File: src/hw/rtl/llpa_pkg.sv
// Package for the least-loaded path assigner: field widths and item codes.
// Depends on nothing; the interfaces and the assigner take names from here.
package llpa_pkg;

    // Widths of the item and result fields.
    localparam int FUNC_W      = 1;
    localparam int INDEX_W     = 4;
    localparam int LENGTH_W    = 12;
    localparam int CHOSEN_W    = 4;
    localparam int PATH_LOAD_W = 16;
    localparam int COUNT_W     = 5;

    // Item function codes.
    localparam logic [FUNC_W-1:0] FUNC_LOAD   = 1'b0;
    localparam logic [FUNC_W-1:0] FUNC_ASSIGN = 1'b1;

endpackage

File: src/hw/rtl/llpa_item_if.sv
// Input channel of the least-loaded path assigner: valid/ready plus item fields.
// Depends on llpa_pkg for field widths.
interface llpa_item_if;
    logic                             valid;
    logic                             ready;
    logic [llpa_pkg::FUNC_W-1:0]      func;
    logic [llpa_pkg::INDEX_W-1:0]     path_index;
    logic [llpa_pkg::LENGTH_W-1:0]    path_length;

    modport source (output valid, func, path_index, path_length, input ready);
    modport sink   (input valid, func, path_index, path_length, output ready);
endinterface

File: src/hw/rtl/llpa_result_if.sv
// Output channel of the least-loaded path assigner: valid/ready plus result fields.
// Depends on llpa_pkg for field widths.
interface llpa_result_if;
    logic                               valid;
    logic                               ready;
    logic [llpa_pkg::CHOSEN_W-1:0]      chosen_path;
    logic [llpa_pkg::PATH_LOAD_W-1:0]   path_load;
    logic                               no_path;

    modport source (output valid, chosen_path, path_load, no_path, input ready);
    modport sink   (input valid, chosen_path, path_load, no_path, output ready);
endinterface

File: src/hw/rtl/llpa_min_unit.sv
// Shared cost unit: adds length and count of one entry and keeps the running minimum.
// Stand-alone; used by least_loaded_path_assigner during its table scan.
module llpa_min_unit #(
    parameter int LENGTH_BITS = 12,
    parameter int LOAD_BITS   = 16,
    parameter int IDX_W       = 4
) (
    input  logic                   clk,
    input  logic                   en,
    input  logic                   first,
    input  logic [IDX_W-1:0]       idx,
    input  logic [LENGTH_BITS-1:0] len,
    input  logic [LOAD_BITS-1:0]   load,
    input  logic                   load_ok,
    output logic [IDX_W-1:0]       best_idx,
    output logic [LOAD_BITS-1:0]   best_load
);

    localparam int COST_W = ((LENGTH_BITS > LOAD_BITS) ? LENGTH_BITS : LOAD_BITS) + 1;

    logic [IDX_W-1:0]     best_idx_reg;
    logic [LOAD_BITS-1:0] best_load_reg;
    logic [COST_W-1:0]    best_cost_reg;
    logic [LOAD_BITS-1:0] load_eff;
    logic [COST_W-1:0]    cost;
    logic                 take;

    // A count that was cleared or never written reads as zero.
    assign load_eff = load_ok ? load : '0;
    assign cost     = COST_W'(len) + COST_W'(load_eff);

    // Strictly smaller wins, so ties stay with the lower index.
    assign take = first || (cost < best_cost_reg);

    always_ff @(posedge clk)
    begin
        if (en && take)
        begin
            best_idx_reg  <= idx;
            best_load_reg <= load_eff;
            best_cost_reg <= cost;
        end
    end

    assign best_idx  = best_idx_reg;
    assign best_load = best_load_reg;

endmodule

File: src/hw/rtl/least_loaded_path_assigner.sv
// Least-loaded path assigner: a load item gives no result. An assign item scans
// the first path_count entries, at most MAX_PATHS, through one shared cost unit,
// one table read per cycle, then offers its result from the finish step; with no
// paths in use it skips the scan and gives a no-path result. The next item is
// taken once the result is registered. Reset clears path_count, all counts and control.
module least_loaded_path_assigner #(
    parameter int MAX_PATHS   = 16,
    parameter int LENGTH_BITS = 12,
    parameter int LOAD_BITS   = 16
) (
    input  logic                           clk,
    input  logic                           rst_n,
    input  logic                           cfg_we,
    input  logic [llpa_pkg::COUNT_W-1:0]   cfg_wdata,
    llpa_item_if.sink                      items,
    llpa_result_if.source                  results
);

    localparam int IDX_W = (MAX_PATHS > 1) ? $clog2(MAX_PATHS) : 1;
    localparam int CNT_W = $clog2(MAX_PATHS + 1);

    typedef enum logic [2:0] {
        ST_IDLE   = 3'b001,
        ST_SCAN   = 3'b010,
        ST_FINISH = 3'b100
    } state_t;

    state_t                          state_reg, state_next;
    logic [llpa_pkg::COUNT_W-1:0]    path_count_reg;
    logic [CNT_W-1:0]                used_reg, used_next;
    logic [CNT_W-1:0]                scan_idx_reg;
    logic                            no_path_pend_reg;

    logic [LENGTH_BITS-1:0]          len_mem [MAX_PATHS];
    logic [LOAD_BITS-1:0]            load_mem [MAX_PATHS];
    logic [MAX_PATHS-1:0]            load_vld_reg;

    logic [LENGTH_BITS-1:0]          len_rd_reg;
    logic [LOAD_BITS-1:0]            load_rd_reg;
    logic                            vld_rd_reg;
    logic                            cmp_valid_reg;
    logic [IDX_W-1:0]                cmp_idx_reg;

    logic                            out_valid_reg;
    logic [llpa_pkg::CHOSEN_W-1:0]   chosen_reg;
    logic [llpa_pkg::PATH_LOAD_W-1:0] path_load_reg;
    logic                            no_path_reg;

    logic                            in_xfer;
    logic                            load_xfer;
    logic                            assign_xfer;
    logic                            load_in_range;
    logic                            rd_issue;
    logic [IDX_W-1:0]                rd_addr;
    logic                            finish_go;
    logic [IDX_W-1:0]                best_idx;
    logic [LOAD_BITS-1:0]            best_load;
    logic [LOAD_BITS-1:0]            new_load;

    // Input handshake.
    assign items.ready   = (state_reg == ST_IDLE);
    assign in_xfer       = items.valid && items.ready;
    assign load_xfer     = in_xfer && (items.func == llpa_pkg::FUNC_LOAD);
    assign assign_xfer   = in_xfer && (items.func == llpa_pkg::FUNC_ASSIGN);
    assign load_in_range = (32'(items.path_index) < 32'(MAX_PATHS));

    // Entries in use, limited to the table depth.
    always_comb
    begin
        if (32'(path_count_reg) > 32'(MAX_PATHS))
            used_next = CNT_W'(MAX_PATHS);
        else
            used_next = CNT_W'(path_count_reg);
    end

    // Scan read issue and the end of the scan.
    assign rd_issue  = (state_reg == ST_SCAN) && (scan_idx_reg < used_reg);
    assign rd_addr   = scan_idx_reg[IDX_W-1:0];
    assign finish_go = !out_valid_reg || results.ready;

    // Sequencer.
    always_comb
    begin
        state_next = state_reg;
        unique case (state_reg)
            ST_IDLE:
            begin
                if (assign_xfer)
                    state_next = (used_next == '0) ? ST_FINISH : ST_SCAN;
            end
            ST_SCAN:
            begin
                if (scan_idx_reg == used_reg)
                    state_next = ST_FINISH;
            end
            ST_FINISH:
            begin
                if (finish_go)
                    state_next = ST_IDLE;
            end
            default:
                state_next = ST_IDLE;
        endcase
    end

    always_ff @(posedge clk or negedge rst_n)
    begin
        if (!rst_n)
        begin
            state_reg        <= ST_IDLE;
            path_count_reg   <= '0;
            used_reg         <= '0;
            scan_idx_reg     <= '0;
            no_path_pend_reg <= 1'b0;
            cmp_valid_reg    <= 1'b0;
        end
        else
        begin
            state_reg     <= state_next;
            cmp_valid_reg <= rd_issue;
            if (cfg_we)
                path_count_reg <= cfg_wdata;
            if (assign_xfer)
            begin
                used_reg         <= used_next;
                scan_idx_reg     <= '0;
                no_path_pend_reg <= (used_next == '0);
            end
            else if (rd_issue)
            begin
                scan_idx_reg <= scan_idx_reg + 1'b1;
            end
        end
    end

    // Length table: written by load items, read once per scan step.
    always_ff @(posedge clk)
    begin
        if (load_xfer && load_in_range)
            len_mem[IDX_W'(items.path_index)] <= LENGTH_BITS'(items.path_length);
        if (rd_issue)
            len_rd_reg <= len_mem[rd_addr];
    end

    // Count table: written back after each assignment, read once per scan step.
    always_ff @(posedge clk)
    begin
        if ((state_reg == ST_FINISH) && finish_go && !no_path_pend_reg)
            load_mem[best_idx] <= new_load;
        if (rd_issue)
        begin
            load_rd_reg <= load_mem[rd_addr];
            vld_rd_reg  <= load_vld_reg[rd_addr];
            cmp_idx_reg <= rd_addr;
        end
    end

    // Count valid bits: a cleared count reads as zero until written back.
    always_ff @(posedge clk or negedge rst_n)
    begin
        if (!rst_n)
            load_vld_reg <= '0;
        else
        begin
            if (load_xfer && load_in_range)
                load_vld_reg[IDX_W'(items.path_index)] <= 1'b0;
            else if ((state_reg == ST_FINISH) && finish_go && !no_path_pend_reg)
                load_vld_reg[best_idx] <= 1'b1;
        end
    end

    // Shared cost and minimum unit.
    llpa_min_unit #(
        .LENGTH_BITS (LENGTH_BITS),
        .LOAD_BITS   (LOAD_BITS),
        .IDX_W       (IDX_W)
    ) u_min (
        .clk       (clk),
        .en        (cmp_valid_reg),
        .first     (cmp_idx_reg == '0),
        .idx       (cmp_idx_reg),
        .len       (len_rd_reg),
        .load      (load_rd_reg),
        .load_ok   (vld_rd_reg),
        .best_idx  (best_idx),
        .best_load (best_load)
    );

    // Saturating increment of the chosen count.
    assign new_load = (best_load == {LOAD_BITS{1'b1}}) ? best_load : best_load + 1'b1;

    // Output register.
    always_ff @(posedge clk or negedge rst_n)
    begin
        if (!rst_n)
            out_valid_reg <= 1'b0;
        else if ((state_reg == ST_FINISH) && finish_go)
            out_valid_reg <= 1'b1;
        else if (results.ready)
            out_valid_reg <= 1'b0;
    end

    always_ff @(posedge clk)
    begin
        if ((state_reg == ST_FINISH) && finish_go)
        begin
            if (no_path_pend_reg)
            begin
                chosen_reg    <= '0;
                path_load_reg <= '0;
                no_path_reg   <= 1'b1;
            end
            else
            begin
                chosen_reg    <= llpa_pkg::CHOSEN_W'(best_idx);
                path_load_reg <= llpa_pkg::PATH_LOAD_W'(new_load);
                no_path_reg   <= 1'b0;
            end
        end
    end

    assign results.valid       = out_valid_reg;
    assign results.chosen_path = chosen_reg;
    assign results.path_load   = path_load_reg;
    assign results.no_path     = no_path_reg;

    // A result only appears when the sequencer finishes an item.
    a_result_from_finish: assert property (@(posedge clk) disable iff (!rst_n)
        $rose(out_valid_reg) |-> $past(state_reg == ST_FINISH))
        else $error("result raised outside the finish step");

    // A no-path result carries zero fields.
    a_no_path_fields: assert property (@(posedge clk) disable iff (!rst_n)
        (results.valid && results.no_path) |->
            (results.chosen_path == '0 && results.path_load == '0))
        else $error("no-path result with nonzero fields");

    // An accepted assign item always leaves idle.
    a_assign_leaves_idle: assert property (@(posedge clk) disable iff (!rst_n)
        assign_xfer |=> (state_reg != ST_IDLE))
        else $error("assign transfer did not start the sequencer");

    // The scan pointer never runs past the entries in use.
    a_scan_bound: assert property (@(posedge clk) disable iff (!rst_n)
        (state_reg == ST_SCAN) |-> (scan_idx_reg <= used_reg))
        else $error("scan pointer beyond entries in use");

endmodule
File: src/flat_wrapper.sv
// flat-port wrapper written by rule: the top's interface ports become plain ports
module least_loaded_path_assigner_flat 
#(
    parameter int MAX_PATHS   = 16,
    parameter int LENGTH_BITS = 12,
    parameter int LOAD_BITS   = 16
)
  (clk, rst_n, cfg_we, cfg_wdata, items_valid, items_func, items_path_index, items_path_length, items_ready, results_valid, results_chosen_path, results_path_load, results_no_path, results_ready);
  llpa_item_if items_i ();
  llpa_result_if results_i ();
  input  logic clk;
  input  logic rst_n;
  input  logic cfg_we;
  input  logic [llpa_pkg::COUNT_W-1:0] cfg_wdata;
  input wire logic [$bits(items_i.valid)-1:0] items_valid;
  input wire logic [$bits(items_i.func)-1:0] items_func;
  input wire logic [$bits(items_i.path_index)-1:0] items_path_index;
  input wire logic [$bits(items_i.path_length)-1:0] items_path_length;
  output wire logic [$bits(items_i.ready)-1:0] items_ready;
  output wire logic [$bits(results_i.valid)-1:0] results_valid;
  output wire logic [$bits(results_i.chosen_path)-1:0] results_chosen_path;
  output wire logic [$bits(results_i.path_load)-1:0] results_path_load;
  output wire logic [$bits(results_i.no_path)-1:0] results_no_path;
  input wire logic [$bits(results_i.ready)-1:0] results_ready;
  assign items_i.valid = items_valid;
  assign items_i.func = items_func;
  assign items_i.path_index = items_path_index;
  assign items_i.path_length = items_path_length;
  assign items_ready = items_i.ready;
  assign results_valid = results_i.valid;
  assign results_chosen_path = results_i.chosen_path;
  assign results_path_load = results_i.path_load;
  assign results_no_path = results_i.no_path;
  assign results_i.ready = results_ready;
  least_loaded_path_assigner #(.MAX_PATHS(MAX_PATHS), .LENGTH_BITS(LENGTH_BITS), .LOAD_BITS(LOAD_BITS)) u_core (.clk(clk), .rst_n(rst_n), .cfg_we(cfg_we), .cfg_wdata(cfg_wdata), .items(items_i), .results(results_i));
endmodule
File: config.mk
export PLATFORM = sky130hd
export DESIGN_NAME = least_loaded_path_assigner_flat
export DESIGN_NICKNAME = d
export VERILOG_FILES = /design/src/hw/rtl/llpa_pkg.sv /design/src/hw/rtl/llpa_item_if.sv /design/src/hw/rtl/llpa_result_if.sv /design/src/hw/rtl/llpa_min_unit.sv /design/src/hw/rtl/least_loaded_path_assigner.sv /design/src/flat_wrapper.sv
export SDC_FILE = /design/constraint.sdc
export NUM_CORES = 1
export LEC_CHECK = 0
export BUFFER_PORTS_ARGS = -buffer_cell sky130_fd_sc_hd__buf_2
export CORE_MARGIN = 10
export CORE_UTILIZATION = 40
export DETAILED_ROUTE_END_ITERATION = 10
export PLACE_DENSITY = 0.57
export SETUP_SLACK_MARGIN = 0.15
export SYNTH_ARGS = -nofsm -noshare
export SYNTH_HDL_FRONTEND = slang
export SYNTH_SLANG_ARGS = --single-unit
File: constraint.sdc
create_clock -name clk -period 10.57 [get_ports clk]
set_input_delay 0.5285 -clock clk [delete_from_list [all_inputs] [get_ports clk]]
set_output_delay 0.5285 -clock clk [all_outputs]
set_load 0.02 [all_outputs]
==> impl_metrics.yaml <==
final_layout:
  largest_reg_flops: 256
  area_delta_synth_final_pct: 14.4
  drive_gt1_frac: 0.274
  fin_area_sq_mm: 0.0266
  final_nets: 1311
drt:
  drtIter0Drc: 904
  dr.pass1.iters: 5
  drtAntennaViolNets: 0
  vias: 11100
  drc: 0
  wire_per_inst_microns: 24.7
  routed_wl_microns: 50900
  via_per_inst: 5.41
synthesis:
  synth_common_cells: "edfxtp_1 (539), mux4_2 (126), nor2_1 (43)"
  yosysMostFrequentCell: "edfxtp_1"
  synth_nets: 1208
  ys_seq_area_frac: 0.738
  synth_top_cell_by_area: "edfxtp_1"
  ys_types: 58
  ys_warn_count: 0
  synth_async_sr_flop_share: 0.0642
  synthFlopType: "edfxtp_1"
  ys_ff_latch: 576
  synth_edf_count: 539
  ys_top_cells_by_area: "edfxtp_1 (70%), mux4_2 (12%), dfrtp_1 (3.9%), mux4_1 (2.2%), ha_1 (1.9%)"
  synth.avg_cell_area_sq_um: 20.3
  synthCells: 1145
  synth_area_sq_mm: 0.0232
  synth_top_area_frac: 0.698
timing:
  relSlewSlack: 0.117
  rsz0062_at_grt: "false"
  final_max_slew_viol_count: 0
  finClkSkew_ps: 16.1
  max_slew.worst_pin.slew_ps: 1310
  period_minus_slack_ps: 5490
  fmax_mhz: 182
  fin_crit_sh: 0.520
  fin_tns_setup_ps: 0
  hold_viol: 0
  finalSetupViolations: 0
clocking:
  cts_hold_buf: 0
  numCtsBuffers: 59
  numClockSinks: 576
  cts_tree: "done"
  clk_pin_slew_ps: 60
  postCtsSetupRepairBufs: 0
  insertion_delay_ps: 610
  cts_root_buf: "clkbuf_16"
  cts.htree.levels: 2
  ctsLongestPathBuffers: 3
  cts_resized: 0
outcome:
  status: "completed"
power_and_ir_drop:
  p_int_mw: 4.12
  powerDensity_mw_per_mm2: 200
  pwr-share-comb: 0.118
  vdd_drop_max_uv: 119
  seq_power_share: 0.487
  clkPwrFrac: 0.395
  p_sw_mw: 1.20
  swShare: 0.226
  power.leakage_nw: 8.70
min_path:
  min_path_type: "in -> async"
critical_path:
  path_class: "reg -> reg"
  end_kind: "register"
  path_cells: "and2_1 -> ha_1 -> fa_1 -> a21o_1 -> a221oi_1 -> o21ai_1 -> a21oi_1 -> xnor2_1 -> ha_1 -> and3_1 -> a2111oi_0 -> o221ai_1 -> nor3_2 -> buf_4"
  path_max_fanout: 24
  worst_path_max_delay_cell: "nor3_2"
  max_stage_delay_ps: 820
  cp.required_ps: 10850
  cp-start-kind: "register"
  arrival_ps: 5770
  path_common_cell: "ha_1"
placed_design:
  numPortBuffers: 49
  place_congestion: 0.789
  hpwlAfterDp_microns: 30000
  placed_area_sq_mm: 0.0246
global_route:
  grt_usage: 0.152
  grt_pass1_vias: 11500
  grt_overflow: 0
  antenna_found_initial: 1
  grt_pass1_wl_microns: 76300
  grt_start_max_net_pins: 97
job:
  maxCapViolations: 0
die:
  core_sq_mm: 0.0576
  io-pin-count: 50
  start_util: 0.403
  die_area_sq_mm: 0.0680
  die_h_microns: 261
  rows: 88
  die_w_microns: 261
power groups by stage:
stage / clock network (mW) / logic [mW] / registers, mW
global placement: 0 / 0.635 / 2.64
global route: 2.24 / 0.681 / 2.60
finish: 2.10 / 0.626 / 2.59
CTS: 2.15 / 0.641 / 2.59
detailed placement: 0 / 0.639 / 2.64
floorplan: 0 / 0.522 / 2.61
layer usage:
layer	up-vias	routed length (microns)	share of wire	GRT usage
li1	4910	-	-	-
met1	5876	21800	0.43	0.204
met2	286	25000	0.49	0.248
met3	75	2960	0.058	0.0291
met4	0	1100	0.022	0.0421
met5	-	0	0	0
critical path, delay by kind of cell (launching register included):
kind            cells  cell delay, ps
xor+xnor            1             200
buf+inv             1             460
simple gates        3            1210
compound gates      6            1810
flops               1             560
fa+ha+maj           3             920
path summary, 6_finish.rpt:
check,cells after the start,slack (ps),end,start
max,14,5080,u_core.u_min.best_load[10],u_core.vld_rd_reg
min,1,40,u_core.path_count_reg[4],rst_n
max reg2reg,14,5080,u_core.u_min.best_load[10],u_core.vld_rd_reg
min reg2reg,0,450,u_core.u_min.best_idx[0],u_core.cmp_idx_reg[0]
max in group asynchronous,1,9870,u_core.scan_idx_reg[0],rst_n
min in group clk,2,150,u_core.path_count_reg[4],cfg_wdata[4]
logic make-up (layout without fill, tap and decap cells):
family,Yosys count,in the layout,synth area share
AOI/OAI and AO/OA,90,90,0.0253
and+or+nand+nor,181,181,0.0420
DFF,576,576,0.738
xor gates and xnor gates,26,26,0.00981
buffers and inverters,80,231,0.0167
other,0,1,0
adders and majority gates,36,36,0.0197
muxes,156,156,0.149
cell type report:
type | instances | area, sq um
fillers | 4782 | 31000
inverters | 35 | 131
clock buffers | 67 | 1550
clock inverters | 42 | 427
multi-input cells | 489 | 5820
flip-flops and latches | 576 | 17100
repair buffers | 87 | 543
diodes | 1 | 2.50
well taps | 765 | 957
cell usage in the layout, fill, tap and decap left out, types with 17 or more instances in the layout:
cell,netlist,final
and2_1,17,17
buf_2,2,49
buf_4,6,37
clkbuf_16,0,61
dfrtp_1,36,32
edfxtp_1,539,539
ha_1,35,35
inv_1,35,35
mux4_1,19,19
mux4_2,126,126
nand2_1,25,25
nor2_1,43,22
nor2_2,0,21
nor2b_1,25,25
o21ai_0,30,30
xnor2_1,19,18
metrics by stage:
step	hold WS [ps]	setup slack (ps)	std cells	power, mW	utilization
3_3_place_gp	439	5220	1952	3.27	0.427
2_1_floorplan	233	4130	1145	3.13	-
3_5_place_dp	434	5110	1952	3.28	0.427
5_1_grt	89.4	4620	2061	5.52	0.461
6_report	40.7	5080	2062	5.32	0.461
4_1_cts	51.6	5090	2061	5.38	0.461
No activity file was read; power rests on OpenSTA's default activity.
